### src/rtl/dbwc_pkg.sv
package dbwc_pkg;

   localparam int RTT_W             = 24;
   localparam int WIN_W             = 16;
   localparam int HOLD_W            = 10;
   localparam int ACT_W             = 2;
   localparam int STREAK_W          = 32;
   localparam int CSR_IDX_W         = 2;
   localparam int CSR_DATA_W        = 24;
   localparam int PROD_W            = RTT_W + WIN_W;
   localparam int HISTORY_DEPTH_DEF = 10;

   localparam logic [RTT_W-1:0]    ALPHA_RST  = 24'd1000000;
   localparam logic [RTT_W-1:0]    BETA_RST   = 24'd3000000;
   localparam logic [HOLD_W-1:0]   HOLD_RST   = 10'd100;
   localparam logic [WIN_W-1:0]    WIN_RST    = 16'd10;
   localparam logic [WIN_W-1:0]    WIN_MAX    = {WIN_W{1'b1}};
   localparam logic [WIN_W-1:0]    WIN_MIN    = 16'd1;
   localparam logic [RTT_W-1:0]    MIN_RTT_RST = {RTT_W{1'b1}};
   localparam logic [STREAK_W-1:0] STREAK_MAX = {STREAK_W{1'b1}};

   typedef enum logic [ACT_W-1:0] {
      ACT_HOLD = 2'd0,
      ACT_INC  = 2'd1,
      ACT_DEC  = 2'd2
   } action_type;

   typedef enum logic [CSR_IDX_W-1:0] {
      CSR_ALPHA = 2'd0,
      CSR_BETA  = 2'd1,
      CSR_HOLD  = 2'd2
   } csr_index_type;

   typedef enum logic [2:0] {
      ST_IDLE,
      ST_UPDATE,
      ST_SUM,
      ST_MUL_HOLD,
      ST_MUL_ALPHA,
      ST_MUL_BETA,
      ST_DECIDE,
      ST_OUT
   } state_type;

endpackage

### src/rtl/delay_based_window_control_unit.sv
// a request passes through the update, a serial sum over the stored delays, the hold, alpha
//   and beta products, the decision and the output register; the sum takes longer as the history fills
// a new transaction is taken only once the last has reached the output register; req_ready is high only when idle
// one shared 24x16 multiplier forms window*hold_factor, alpha*count and beta*count in turn
// reset (synchronous, active high): window 10, streak 0, min rtt all ones, history empty,
//   registers alpha 1000000, beta 3000000, hold factor 100; no clearing pass
module delay_based_window_control_unit #(
   parameter int HISTORY_DEPTH = dbwc_pkg::HISTORY_DEPTH_DEF
) (
   input  logic                            clock,
   input  logic                            reset,
   input  logic                            req_valid,
   output logic                            req_ready,
   input  logic [dbwc_pkg::RTT_W-1:0]      req_rtt_us,
   input  logic [dbwc_pkg::WIN_W-1:0]      req_echoed_window,
   output logic                            rsp_valid,
   input  logic                            rsp_ready,
   output logic [dbwc_pkg::WIN_W-1:0]      rsp_cwnd,
   output logic [dbwc_pkg::ACT_W-1:0]      rsp_action,
   input  logic                            csr_we,
   input  logic [dbwc_pkg::CSR_IDX_W-1:0]  csr_index,
   input  logic [dbwc_pkg::CSR_DATA_W-1:0] csr_wdata
);
   import dbwc_pkg::*;

   localparam int PTR_W = (HISTORY_DEPTH > 1) ? $clog2(HISTORY_DEPTH) : 1;
   localparam int CNT_W = $clog2(HISTORY_DEPTH + 1);
   localparam int SUM_W = RTT_W + CNT_W;
   localparam logic [CNT_W-1:0] DEPTH_CNT = CNT_W'(HISTORY_DEPTH);
   localparam logic [PTR_W-1:0] LAST_PTR  = PTR_W'(HISTORY_DEPTH - 1);

   state_type state_ff, state_in;

   logic [RTT_W-1:0]    alpha_ff, beta_ff;
   logic [HOLD_W-1:0]   hold_ff;

   logic [RTT_W-1:0]    rtt_ff, rtt_in;
   logic [WIN_W-1:0]    echoed_ff, echoed_in;
   logic [RTT_W-1:0]    min_rtt_ff, min_rtt_in;
   logic [CNT_W-1:0]    count_ff, count_in;
   logic [PTR_W-1:0]    wr_ptr_ff, wr_ptr_in;
   logic [CNT_W-1:0]    idx_ff, idx_in;
   logic                rd_vld_ff, rd_vld_in;
   logic [RTT_W-1:0]    rd_data_ff;
   logic [SUM_W-1:0]    sum_ff, sum_in;
   logic [STREAK_W-1:0] streak_ff, streak_in;
   logic [WIN_W-1:0]    window_ff, window_in;
   action_type          action_ff, action_in;
   logic [PROD_W-1:0]   prod_ff, prod_in;
   logic                hold_ok_ff, hold_ok_in;
   logic                lt_alpha_ff, lt_alpha_in;
   logic                rsp_valid_ff, rsp_valid_in;
   logic [WIN_W-1:0]    rsp_window_ff, rsp_window_in;
   action_type          rsp_action_ff, rsp_action_in;

   logic [RTT_W-1:0]    hist_mem_ff [HISTORY_DEPTH];
   logic                mem_we;
   logic [RTT_W-1:0]    delay;
   logic [PTR_W-1:0]    rd_addr;
   logic [RTT_W-1:0]    mul_a;
   logic [WIN_W-1:0]    mul_b;
   logic                gt_beta;
   logic                req_fire;
   logic                out_free;

   assign req_ready  = (state_ff == ST_IDLE);
   assign req_fire   = req_valid && req_ready;
   assign out_free   = !rsp_valid_ff || rsp_ready;
   assign rsp_valid  = rsp_valid_ff;
   assign rsp_cwnd   = rsp_window_ff;
   assign rsp_action = rsp_action_ff;

   // next state
   always_comb begin
      state_in = state_ff;
      case (state_ff)
         ST_IDLE:      if (req_fire) state_in = ST_UPDATE;
         ST_UPDATE:    state_in = ST_SUM;
         ST_SUM:       if (idx_ff == count_ff && rd_vld_ff) state_in = ST_MUL_HOLD;
         ST_MUL_HOLD:  state_in = ST_MUL_ALPHA;
         ST_MUL_ALPHA: state_in = ST_MUL_BETA;
         ST_MUL_BETA:  state_in = ST_DECIDE;
         ST_DECIDE:    state_in = ST_OUT;
         ST_OUT:       if (out_free) state_in = ST_IDLE;
         default:      state_in = ST_IDLE;
      endcase
   end

   // datapath and outputs
   always_comb begin
      rtt_in        = rtt_ff;
      echoed_in     = echoed_ff;
      min_rtt_in    = min_rtt_ff;
      count_in      = count_ff;
      wr_ptr_in     = wr_ptr_ff;
      idx_in        = idx_ff;
      rd_vld_in     = 1'b0;
      sum_in        = sum_ff;
      streak_in     = streak_ff;
      window_in     = window_ff;
      action_in     = action_ff;
      hold_ok_in    = hold_ok_ff;
      lt_alpha_in   = lt_alpha_ff;
      rsp_window_in = rsp_window_ff;
      rsp_action_in = rsp_action_ff;
      rsp_valid_in  = rsp_valid_ff && !rsp_ready;
      mem_we        = 1'b0;
      rd_addr       = idx_ff[PTR_W-1:0];
      mul_a         = RTT_W'(hold_ff);
      mul_b         = window_ff;
      gt_beta       = PROD_W'(sum_ff) > prod_ff;
      delay         = rtt_ff - ((rtt_ff < min_rtt_ff) ? rtt_ff : min_rtt_ff);

      case (state_ff)
         ST_IDLE: begin
            if (req_fire) begin
               rtt_in    = req_rtt_us;
               echoed_in = req_echoed_window;
            end
         end
         ST_UPDATE: begin
            if (rtt_ff < min_rtt_ff) min_rtt_in = rtt_ff;
            mem_we = 1'b1;
            if (count_ff != DEPTH_CNT) count_in = count_ff + 1'b1;
            wr_ptr_in = (wr_ptr_ff == LAST_PTR) ? '0 : wr_ptr_ff + 1'b1;
            if (echoed_ff == window_ff && streak_ff != STREAK_MAX)
               streak_in = streak_ff + 1'b1;
            idx_in = '0;
            sum_in = '0;
         end
         ST_SUM: begin
            // read data is registered and added in the cycle after the read is issued
            if (rd_vld_ff) sum_in = sum_ff + SUM_W'(rd_data_ff);
            if (idx_ff != count_ff) begin
               rd_vld_in = 1'b1;
               idx_in    = idx_ff + 1'b1;
            end
         end
         ST_MUL_HOLD: begin
            mul_a = RTT_W'(hold_ff);
            mul_b = window_ff;
         end
         ST_MUL_ALPHA: begin
            hold_ok_in = PROD_W'(streak_ff) >= prod_ff;
            mul_a      = alpha_ff;
            mul_b      = WIN_W'(count_ff);
         end
         ST_MUL_BETA: begin
            lt_alpha_in = PROD_W'(sum_ff) < prod_ff;
            mul_a       = beta_ff;
            mul_b       = WIN_W'(count_ff);
         end
         ST_DECIDE: begin
            action_in = ACT_HOLD;
            if (hold_ok_ff) begin
               if (lt_alpha_ff) begin
                  if (window_ff != WIN_MAX) begin
                     window_in = window_ff + 1'b1;
                     action_in = ACT_INC;
                  end
                  streak_in = '0;
               end else if (gt_beta) begin
                  if (window_ff > WIN_MIN) begin
                     window_in = window_ff - 1'b1;
                     action_in = ACT_DEC;
                  end
                  streak_in = '0;
               end
            end
         end
         ST_OUT: begin
            if (out_free) begin
               rsp_valid_in  = 1'b1;
               rsp_window_in = window_ff;
               rsp_action_in = action_ff;
            end
         end
         default: ;
      endcase

      prod_in = PROD_W'(mul_a) * PROD_W'(mul_b);
   end

   always_ff @(posedge clock) begin
      if (reset) begin
         state_ff     <= ST_IDLE;
         min_rtt_ff   <= MIN_RTT_RST;
         count_ff     <= '0;
         wr_ptr_ff    <= '0;
         streak_ff    <= '0;
         window_ff    <= WIN_RST;
         rsp_valid_ff <= 1'b0;
         rd_vld_ff    <= 1'b0;
      end else begin
         state_ff     <= state_in;
         min_rtt_ff   <= min_rtt_in;
         count_ff     <= count_in;
         wr_ptr_ff    <= wr_ptr_in;
         streak_ff    <= streak_in;
         window_ff    <= window_in;
         rsp_valid_ff <= rsp_valid_in;
         rd_vld_ff    <= rd_vld_in;
      end
   end

   always_ff @(posedge clock) begin
      if (reset) begin
         alpha_ff <= ALPHA_RST;
         beta_ff  <= BETA_RST;
         hold_ff  <= HOLD_RST;
      end else if (csr_we) begin
         case (csr_index)
            CSR_ALPHA: alpha_ff <= csr_wdata[RTT_W-1:0];
            CSR_BETA:  beta_ff  <= csr_wdata[RTT_W-1:0];
            CSR_HOLD:  hold_ff  <= csr_wdata[HOLD_W-1:0];
            default:   ;
         endcase
      end
   end

   always_ff @(posedge clock) begin
      rtt_ff        <= rtt_in;
      echoed_ff     <= echoed_in;
      idx_ff        <= idx_in;
      sum_ff        <= sum_in;
      action_ff     <= action_in;
      prod_ff       <= prod_in;
      hold_ok_ff    <= hold_ok_in;
      lt_alpha_ff   <= lt_alpha_in;
      rsp_window_ff <= rsp_window_in;
      rsp_action_ff <= rsp_action_in;
   end

   // delay history, circular; the sum does not depend on order
   always_ff @(posedge clock) begin
      if (mem_we) hist_mem_ff[wr_ptr_ff] <= delay;
      rd_data_ff <= hist_mem_ff[rd_addr];
   end

endmodule

### config.mk
export PLATFORM = sky130hd
export DESIGN_NAME = delay_based_window_control_unit
export DESIGN_NICKNAME = d
export VERILOG_FILES = /design/src/rtl/dbwc_pkg.sv /design/src/rtl/delay_based_window_control_unit.sv
export SDC_FILE = /design/constraint.sdc
export NUM_CORES = 2
export LEC_CHECK = 0
export BUFFER_PORTS_ARGS = -buffer_cell sky130_fd_sc_hd__buf_2
export CAP_MARGIN = 0
export CORE_MARGIN = 8
export CORE_UTILIZATION = 40
export DETAILED_ROUTE_END_ITERATION = 10
export HOLD_SLACK_MARGIN = 0.05
export SKIP_LAST_GASP = 1
export SYNTH_ARGS = -nofsm -noshare
export SYNTH_HDL_FRONTEND = slang
export SYNTH_SLANG_ARGS = --single-unit
### constraint.sdc
create_clock -name clock -period 19.8 [get_ports clock]
set_clock_uncertainty 0.15 [all_clocks]
set_input_delay 0.99 -clock clock [delete_from_list [all_inputs] [get_ports clock]]
set_output_delay 0.99 -clock clock [all_outputs]
set_load 0.02 [all_outputs]
=== After elaboration in Yosys (flattened, before gate mapping) ===
Memory sizes are Yosys's and may differ from the RTL's. A register that Yosys moved wholly into a read port is not among the register bits.
Index checks and enable logic that the tools add are counted.

* Register bits after elaboration: 277
* Memory bits (writable): 240
* Output and inout port bits: 20
* Logic and storage cells: 119
* Memories: 1

* Add/subtract/negate cells: 8
* Multiply operators: 1
* Magnitude comparators: 5
* Equality and inequality tests: 25
* Mux-type cells: 31
* Bitwise operators: 1
* Reductions and logical operators: 26

{| class="wikitable"
|+ Memory list
! memory !! depth !! width !! rd ports !! clocked after memory_dff !! wr ports !! RTL line !! RTL
|-
| hist_mem_ff || 10 || 24 || 1 || 1 || 1 || delay_based_window_control_unit.sv:56 || <nowiki>logic [RTT_W-1:0] hist_mem_ff [HISTORY_DEPTH];</nowiki>
|}

{| class="wikitable"
|+ Operators by type and width
! operator !! count
|-
| 32-bit 2-to-1 mux || 4
|-
| 16-bit 2-to-1 mux || 5
|-
| 32-bit case mux with 2 select lines || 1
|-
| 28-bit case mux with 2 select lines || 1
|-
| 24-bit case mux with 2 select lines || 1
|-
| 32-bit by 40-bit greater-or-equal comparator with 1-bit output || 1
|-
| 28-bit by 40-bit greater-than comparator with 1-bit output || 1
|-
| 28-bit by 40-bit < comparator with 1-bit output || 1
|-
| 24-bit by 16-bit multiplier with 40-bit output || 1
|-
| 32-bit by 1-bit adder with 32-bit output (second input constant) || 1
|-
| 32-bit inequality test (second input constant) || 1
|-
| 28-bit by 24-bit adder with 28-bit output || 1
|-
| 28-bit 2-to-1 mux || 1
|-
| 24-bit < comparator || 1
|-
| 24-bit 2-to-1 mux || 1
|-
| 3-bit case mux with 8 select lines || 1
|-
| 24-bit subtractor || 1
|-
| 16-bit by 1-bit adder with 16-bit output (second input constant) || 1
|-
| 16-bit == test || 1
|-
| 16-bit by 1-bit greater-than comparator with 1-bit output (second input constant) || 1
|-
| 16-bit inequality test (second input constant) || 1
|-
| 2-bit AND reduction || 8
|-
| 16-bit by 1-bit subtractor with 16-bit output (second input constant) || 1
|-
| 4-bit by 1-bit adder with 4-bit output (second input constant) || 3
|-
| 28 further kinds || 57
|}

=== Longest topological paths before layout ===
* Depth in word-level cells: 5
* Gate-level depth with buffers: 28
* Gate-level depth less buffers: 25

=== Worst setup path after synthesis ===
OpenSTA, ideal clock, no wires.

* Path kind: register to register
* Start point: register state_ff[1]
* End point: register prod_ff[28]
* Setup time: 0.118 ns
* Arrival time: 6.558 ns
* Required time: 19.532 ns
* Path slack: 12.974 ns
* Stages on the path, launching flop included: 27
* Clock period less this slack: 6.826 ns
* Path through: dfxtp_1 clkbuf_1 nand2b_1 clkbuf_1 clkbuf_1 nand2_1 nand2_1 clkbuf_1 nand2_1 fa_1 inv_1 fa_1 fa_1 fa_1 fa_1 inv_1 fa_1 inv_1 ha_1 and3_1 and3_1 and2_1 a21boi_0 nor2b_1 o21ai_0 a21oi_1 xnor2_1

* Word-level cells in the longest chain between the ends: 4
* Elaborated cells on any way between the ends: 6
* Those cells by class: mul (1); eq/ne (2); mux (2); reduce/logical (1)

{| class="wikitable"
|+ RTL lines
! item !! RTL line !! RTL
|-
| start: declaration || delay_based_window_control_unit.sv:32 || <nowiki>state_type state_ff, state_in;</nowiki>
|-
| start signal: assignment || delay_based_window_control_unit.sv:195 || <nowiki>state_ff <= state_in;</nowiki>
|-
| 3-bit == test || delay_based_window_control_unit.sv:114 || <nowiki>case (state_ff)</nowiki>
|-
| 2-bit OR reduction (no source line) || -- ||
|-
| 16-bit 2-to-1 mux || delay_based_window_control_unit.sv:114 ||
|-
| 24-bit by 16-bit multiplier with 40-bit output (*) || delay_based_window_control_unit.sv:181 || <nowiki>prod_in = PROD_W'(mul_a) * PROD_W'(mul_b);</nowiki>
|-
| via prod_in[28] || delay_based_window_control_unit.sv:49 || <nowiki>logic [PROD_W-1:0] prod_ff, prod_in;</nowiki>
|-
| end signal: assignment || delay_based_window_control_unit.sv:227 || <nowiki>prod_ff <= prod_in;</nowiki>
|-
| end: declaration || delay_based_window_control_unit.sv:49 ||
|}

The timed path passes the listed nets; every way through them passes the cells marked *.
A chain may end at the register's enable or synchronous reset.

=== Final worst setup path ===
* Start point: register state_ff[1]
* End point: register prod_ff[27]

Same word-level chain as after synthesis.

==> reports/results.ini <==
[drt]
drc = 0
drt_first_pass_iters = 8
ant_nets = 0
vias = 25300
routedWlPerCell_um = 18.1
viasPerCell = 5.20
drt-total-wl_mm = 88.3
drt-initial-drc-count = 1648

[cells_and_area]
drive_gt1_frac = 0.0889
fin_cells = 4876
layout.nets = 4269
area_growth_pct = 12.1
finalCoreUtilization = 0.449

[critical_path]
crit_top_cell = fa_1
required_ps = 20190
end_kind = flip-flop
worstPathCellList = nand2b_2 -> buf_4 -> nand2_1 -> nand2_1 -> nand2_1 -> fa_1 -> inv_1 -> fa_1 -> inv_1 -> fa_1 -> inv_1 -> fa_1 -> fa_1 -> inv_1 -> fa_1 -> inv_1 -> ha_1 -> and3_1 -> and3_1 -> o21ai_0 -> o211ai_1 -> a21oi_1 -> o21ai_0 -> xnor2_1
startpoint_type = flip-flop
r2r_setup_slack_ps = 11940
crit_type = flip-flop to flip-flop
slowest_delay_ps = 580
crit_buf_inv = 6
cp_slowest_cell = fa_1
cp_data_arrival_time_ps = 8240
cp_top_family = adder cells
critical_path.max_fanout = 77

[sta]
hold_viol_final = 0
tightest_slew_ps = 1430
tns_ps = 0
final_max_slew_viol_count = 0
post-route-period-util = 0.397
slew-limit-headroom = 0.0419
setup_viol = 0
rsz0062_at_grt = false
max_freq_mhz = 127
finalCriticalPeriod_ps = 7860

[global_routing]
grtUsageTotal = 0.173
antenna_found_initial = 2
grt.overflow.total = 0
grt_max_degree = 78
grt_pass1_vias = 25600
grt_pass1_wl_mm = 141

[power]
power_mw = 4.63
power_density_nw_per_um2 = 113
ir_worst_vdd_mv = 0.131
power.leakage_nw = 17.7

[place]
port_buffers = 90
place_congestion = 0.865
dp.cells = 4769
hpwl_mm = 65.6

[die]
io_pins = 91
die_area_um2 = 101000
num_rows = 111
die_h_um = 318
initial_core_util = 0.401
die_w_um = 318
core_area_um2 = 91100

[yosys]
synth_warnings = 0
synth_top_area_cell = edfxtp_1
synth_enable_flop_cells = 334
yosys.cell_types.count = 82
async_flop_share = 0
syn_inst = 3413
synthDominantCellAreaShare = 0.275
synth.top_cells.by_area = edfxtp_1, fa_1, dfxtp_1, ha_1, inv_1
seq_area_frac_synth = 0.388
synth-seq-cells = 541
dominantRegCellSynth = edfxtp_1
avgSynthCellArea_um2 = 10.7
synth_most_common_cell = inv_1
syn_area_um2 = 36500
synth_common_cells = inv_1, nand2_1, edfxtp_1

[clock_network]
cts_tree = yes
cts-resized-gates = 0
cts_max_path_buffers = 3
numClockSinks = 541
post_cts_buffers = 0
clk_latency_ps = 650
cts_max_level = 2
cts_root_buffer = clkbuf_16
cts.clk_slew.worst_paths_ps = 60
ctsHoldBuffers = 0
cts_made_buffers = 56

[job]
maxCapViolations = 0

[hold_path]
hp-class = flip-flop to flip-flop

[status]
status = completed

## area by class of cell
| class | count | area (um2) |
|---|---|---|
| timing repair buffer | 135 | 791 |
| clock inverter | 29 | 425 |
| clock buffer | 77 | 1550 |
| tap | 1186 | 1480 |
| antenna | 1 | 2.50 |
| sequential | 541 | 14200 |
| fill | 8575 | 50200 |
| multi-input combinational | 2448 | 20800 |
| inverter | 459 | 1720 |
## per-stage QoR
stage / hold slack, ps / instance area, um2 / worst slack, ps
2_1_floorplan: 250 / 37100 / 12970
3_5_place_dp: 295 / 38900 / 12020
4_1_cts: 304 / 40900 / 11990
3_3_place_gp: 290 / 38900 / 12180
6_report: 303 / 40900 / 11940
5_1_grt: 304 / 40900 / 11590
## where the power goes
part	switching (mW)	internal, mW	leakage (nW)	total (mW)
sequential	0.0427	1.34	4.74	1.39
clock	0.463	0.669	0.949	1.13
combinational	1.24	0.870	12.0	2.11
## cells by family after synthesis
| kind of cell | count (synthesis) | share of synthesized area |
|---|---|---|
| buffers and inverters | 590 | 0.0618 |
| other | 2 | 0.000206 |
| AOI/OAI and AO/OA | 558 | 0.0981 |
| xor gates and xnor gates | 88 | 0.0211 |
| adders and majority gates | 557 | 0.254 |
| DFF | 541 | 0.388 |
| muxes | 115 | 0.0485 |
| and+or+nand+nor | 962 | 0.128 |
## worst reg2reg max path: stages, from the launching register on
cell and delay (ps):
dfxtp_1 570, nand2b_2 200, buf_4 510, nand2_1 130, nand2_1 490, nand2_1 190, fa_1 580, inv_1 50
fa_1 470, inv_1 50, fa_1 510, inv_1 50, fa_1 480, fa_1 540, inv_1 50, fa_1 520
inv_1 40, ha_1 350, and3_1 210, and3_1 180, o21ai_0 300, o211ai_1 270, a21oi_1 470, o21ai_0 210
xnor2_1 150
## worst paths after layout
kind,start,endpoint,cells past startpoint
worst min-delay path,alpha_ff[3],alpha_ff[3],2
worst max-delay path,state_ff[1],prod_ff[27],24
worst max register to register,state_ff[1],prod_ff[27],24
worst min register to register,alpha_ff[3],alpha_ff[3],2
## placed cells by master (no fill, tap or decap), drive strengths merged, types with 13 or more instances in the layout
master,n
a211oi,43
edfxtp,334
buf,135
a22o,15
ha,249
or2,13
o21a,14
mux2,14
inv,458
nor2,164
nor3,75
and2,30
dfxtp,207
mux4,48
a21o,53
clkinv,17
xor2,26
a21oi,210
o21ai,73
mux2i,53
nor2b,51
nand4,34
or3,17
o211ai,15
and3,85
nand2b,18
clkbuf,77
a31oi,36
conb,168
fa,308
nand2,345
nor4,19
nand3,70
xnor2,62
## registers in the layout, indices dropped and copies added, names as in the netlist, 2 cells and up
signal       count
state_ff         3
window_ff       16
alpha_ff        24
sum_ff          28
streak_ff       32
hold_ff         10
hist_mem_ff    240
prod_ff         40
beta_ff         24
idx_ff           4
rsp_action       2
count_ff         4
rd_data_ff      24
rtt_ff          24
action_ff        2
wr_ptr_ff        4
echoed_ff       16
min_rtt_ff      24
rsp_cwnd        16
## routing by layer
layer,wire length [um],vias to the layer above,track usage
li1,-,12100,-
met1,40300,12500,0.240
met2,40300,641,0.278
met3,5500,133,0.0352
met4,2100,2,0.0436
met5,13,-,0
Note: power is estimated with default switching activity, not from simulation.
